--- config.mk ---
export PLATFORM = sky130hd
export DESIGN_NAME = pcrep_ctrl
export DESIGN_NICKNAME = d
export VERILOG_FILES = /design/src/hdl/pcrep_pkg.sv /design/src/hdl/pcrep_ctrl.sv
export SDC_FILE = /design/constraint.sdc
export NUM_CORES = 1
export LEC_CHECK = 0
export ABC_AREA = 0
export ABC_CLOCK_PERIOD_IN_PS = 1960
export BUFFER_PORTS_ARGS = -buffer_cell sky130_fd_sc_hd__buf_2
export CORE_AREA = 5 5 42 44
export DETAILED_ROUTE_END_ITERATION = 8
export DIE_AREA = 0 0 47 49
export GPL_TIMING_DRIVEN = 0
export PLACE_DENSITY = 0.39
export SLEW_MARGIN = 20
export SYNTH_ARGS = -nofsm -noshare
export SYNTH_HDL_FRONTEND = slang
export SYNTH_SLANG_ARGS = --single-unit
--- constraint.sdc ---
create_clock -name clk -period 1.96 [get_ports clk]
set_clock_uncertainty 0.05 [all_clocks]
set_input_delay 0.392 -clock clk [delete_from_list [all_inputs] [get_ports clk]]
set_output_delay 0.392 -clock clk [all_outputs]
set_load 0.05 [all_outputs]
--- src/hdl/pcrep_pkg.sv ---
`timescale 1ns / 1ps
`default_nettype none
// ----------------------------------------------------------------------------
// pcrep_pkg
// Shared types and constants of the per-cell RGB running-mean prior.
// ----------------------------------------------------------------------------
package pcrep_pkg;

  // Operation carried on the input tuser.
  localparam logic OP_BLEND = 1'b0;
  localparam logic OP_FOLD  = 1'b1;

  // Configuration register indexes.
  localparam logic REG_MIX_WEIGHT   = 1'b0;
  localparam logic REG_MIN_EVIDENCE = 1'b1;

  localparam int COLOR_W    = 8;
  localparam int MEAN_W     = 16;
  localparam int COUNT_W    = 8;
  localparam int IN_DATA_W  = 56;
  localparam int OUT_DATA_W = 24;
  localparam int CFG_DATA_W = 16;

  localparam logic [15:0] MIX_WEIGHT_RST   = 16'd6554;
  localparam logic [7:0]  MIN_EVIDENCE_RST = 8'd2;

  typedef enum logic [1:0] {
    ST_CLEAR,
    ST_IDLE,
    ST_CALC,
    ST_FIN
  } ctrl_state_t;

  typedef struct packed {
    logic clr_step;  // write one zero into the count store
    logic load;      // capture the input transaction and read both stores
    logic calc;      // register the mix products
    logic fin;       // write back and load the output register
  } cmd_t;

  typedef struct packed {
    logic clr_last;  // clearing pass is at its last entry
    logic out_free;  // output register can take a result this cycle
  } status_t;

endpackage
`default_nettype wire

--- src/hdl/pcrep_ctrl.sv ---
`timescale 1ns / 1ps
`default_nettype none
// ----------------------------------------------------------------------------
// pcrep_ctrl
// Sequencer: clearing pass after reset, then accept, multiply, write back.
// ----------------------------------------------------------------------------
module pcrep_ctrl (
  input  wire               clk,
  input  wire               rst_n,
  input  wire               in_tvalid,
  output logic              in_tready,
  input  wire pcrep_pkg::status_t sts,
  output pcrep_pkg::cmd_t    cmd
);

  pcrep_pkg::ctrl_state_t state_r, state_nxt;

  always_ff @(posedge clk) begin
    if (!rst_n) begin
      state_r <= pcrep_pkg::ST_CLEAR;
    end else begin
      state_r <= state_nxt;
    end
  end

  always_comb begin
    state_nxt = state_r;
    cmd       = '0;
    in_tready = 1'b0;
    case (state_r)
      pcrep_pkg::ST_CLEAR: begin
        cmd.clr_step = 1'b1;
        if (sts.clr_last) begin
          state_nxt = pcrep_pkg::ST_IDLE;
        end
      end
      pcrep_pkg::ST_IDLE: begin
        in_tready = 1'b1;
        if (in_tvalid) begin
          cmd.load  = 1'b1;
          state_nxt = pcrep_pkg::ST_CALC;
        end
      end
      pcrep_pkg::ST_CALC: begin
        cmd.calc  = 1'b1;
        state_nxt = pcrep_pkg::ST_FIN;
      end
      pcrep_pkg::ST_FIN: begin
        // Hold here while a previous result still sits in the output register.
        if (sts.out_free) begin
          cmd.fin   = 1'b1;
          state_nxt = pcrep_pkg::ST_IDLE;
        end
      end
      default: begin
        state_nxt = pcrep_pkg::ST_CLEAR;
      end
    endcase
  end

endmodule
`default_nettype wire

==> flow_summary.yaml <==
sta:
  setup_viol: 0
  rsz0062_at_grt: "false"
  min_period_ns: 1.72
  setup_tns_ns: 0
  slew_violations: 0
  maxSlewHeadroom: 0.654
  hold_viol: 0
  max_freq_ghz: 0.581
  min_period_over_period: 0.877
  worst_slew_pin_slew_ns: 0.519
grt:
  grt_first_pass_wirelength_um: 579
  gr-total-overflow: 0
  grt_pass1_vias: 138
  grt_max_degree: 6
  antenna_found_initial: 0
  track_usage: 0.0394
clocking:
  cts_tree: "built"
  cts_buffer_depth: 2
  postCtsSetupRepairBufs: 0
  clk_pin_slew_ns: 0.03
  cts_resized: 0
  numCtsBuffers: 3
  hold_buffers: 0
  clk_latency_ns: 0.22
  clkSinkCount: 2
  h-tree-depth: 1
  root_buffer: "clkbuf_4"
power_and_ir_drop:
  switching_share: 0.518
  power_density_nw_per_um2: 1460
  p_seq_frac: 0.181
  p_leak_nw: 0.152
  irDropWorstVdd_v: 0.000474
  clkPwrFrac: 0.227
  power_frac_comb: 0.592
  p_int_mw: 0.192
  p_sw_mw: 0.206
logic_synthesis:
  syn_nets: 31
  synthDistinctLibCells: 10
  ys_top_cells_by_area: "ha_1 34%, dfxtp_1 22%, mux2i_1 11%"
  synth_area_per_cell_um2: 8.76
  yosysWarningCount: 0
  synth-seq-area-share: 0.218
  synth_top_cell_area_share: 0.340
  synthCells: 21
  ys_seq_elements: 2
  yosysTopAreaCell: "ha_1"
  syn_area_um2: 184
floorplanning:
  rows: 14
  start_util: 0.131
  die_area_um2: 2300
  ios: 10
  dieWidth_um: 47
  die_h_um: 49
  core_um2: 1400
setup_path:
  reg2reg_setup_slack_ns: 0.39
  cp.required_ns: 1.52
  cp_max_fo: 4
  startpoint_type: "flip-flop"
  worstReg2RegStart: "state_r[1]"
  arrival_ns: 1.28
  reg2reg_to: "state_r[0]"
  criticalPathCategory: "reg2out"
  r2r_cells: 4
  end_kind: "output pin"
min_path:
  hold_class: "in2reg"
  hold_depth: 3
  hp-start: "rst_n"
  min_to: "state_r[1]"
finish:
  layout_common_cells: "9 x buf_2, 5 x ha_1, 4 x inv_1, 3 x nand2_1, 3 x clkbuf_4"
  largest_reg_flops: 2
  fin_nets: 45
  layout_commonest_cell: "buf_2"
  n_antenna_cell: 0
  regMostFlops: "state_r"
  reg.largest.list: "state_r: 2 flops"
  syn2layout_area_growth_pct: 47.6
  layout-drive-gt1-share: 0.424
  finalInstanceArea_um2: 272
placed_design:
  postPlaceCellArea_um2: 249
  portBuffers: 9
  dp_hpwl_um: 297
  globalplace.congestion: 0.656
status:
  outcome: "finished, final reports clean"
drt:
  dr_wl_met3_um: 71
  drcViolationCount: 0
  first_pass_iters: 4
  drt-initial-drc-count: 6
  totalWireLength_um: 364
  wl_per_cell_um: 7.43
  viasPerCell: 3.39
  wl_met2_um: 103
  routed.top_layer: "met3"
  wl_met1_um: 189
  ant_nets: 0
  vias: 166
flow_run:
  maxCapViolCount: 0
==> routing by layer <==
metal / global-route usage / vias to the layer above
li1: - / 92
met2: 0.0317 / 10
met4: 0.0553 / 0
met5: 0 / -
met1: 0.0524 / 64
met3: 0.0221 / 0
==> per-stage QoR <==
step | hold WS (ns) | instances | setup slack [ns] | utilization | power, mW
final | 0.409 | 49 | 0.240 | 0.194 | 0.397
after global routing | 0.412 | 49 | 0.192 | 0.194 | 0.433
after CTS | 0.404 | 49 | 0.226 | 0.194 | 0.405
after detailed placement | 0.455 | 46 | 0.389 | 0.178 | 0.310
after global placement | 0.454 | 46 | 0.378 | 0.178 | 0.312
after floorplan | 0.418 | 21 | 0.225 | - | 0.270
==> cells by family (layout without fill, tap and decap cells) <==
group	after synthesis	after routing	share of synthesized area
AOI/OAI and AO/OA	1	1	0.0544
buffers and inverters	5	17	0.109
adders and majority gates	5	5	0.340
muxes	2	2	0.109
DFF	2	2	0.218
and+or+nand+nor	6	6	0.170
==> worst max-delay path, cell delays in order, from the launching register on <==
cell and delay (ns):
dfxtp_1 0.37, inv_1 0.10, ha_1 0.22, and2_2 0.17
buf_2 0.20
==> power by group through the flow <==
stage	clock, mW	sequential, mW	combinational [mW]
detailed placement	0	0.0729	0.237
finish	0.0902	0.0721	0.235
floorplan	0	0.0690	0.201
global route	0.105	0.0744	0.254
global placement	0	0.0736	0.239
CTS	0.0958	0.0723	0.237
==> worst max-delay path by stage <==
| stage | slack (ns) | endpoint | start | cells past startpoint |
|---|---|---|---|---|
| after floorplan | 0.23 | cmd[2] | state_r[1] | 3 |
| after global placement | 0.38 | state_r[1] | state_r[0] | 4 |
| after detailed placement | 0.39 | state_r[1] | state_r[1] | 4 |
| after CTS | 0.23 | cmd[2] | state_r[1] | 4 |
| after global routing | 0.19 | cmd[2] | state_r[1] | 4 |
| final | 0.24 | cmd[2] | state_r[1] | 4 |
==> synthesized netlist by cell type <==
cell / count
nand2_1: 3
ha_1: 5
and2_2: 1
dfxtp_1: 2
clkinvlp_2: 1
and2_1: 1
a222oi_1: 1
nand2b_1: 1
mux2i_1: 2
inv_1: 4
==> area by class of cell <==
type	instances	area, um2
timing repair buffer	9	45.0
multi-input combinational	14	124
inverter	5	20.0
sequential	2	40.0
fill	159	1130
clock buffer	3	22.5
tap	16	20.0
Power figures use the tool's default switching activity.
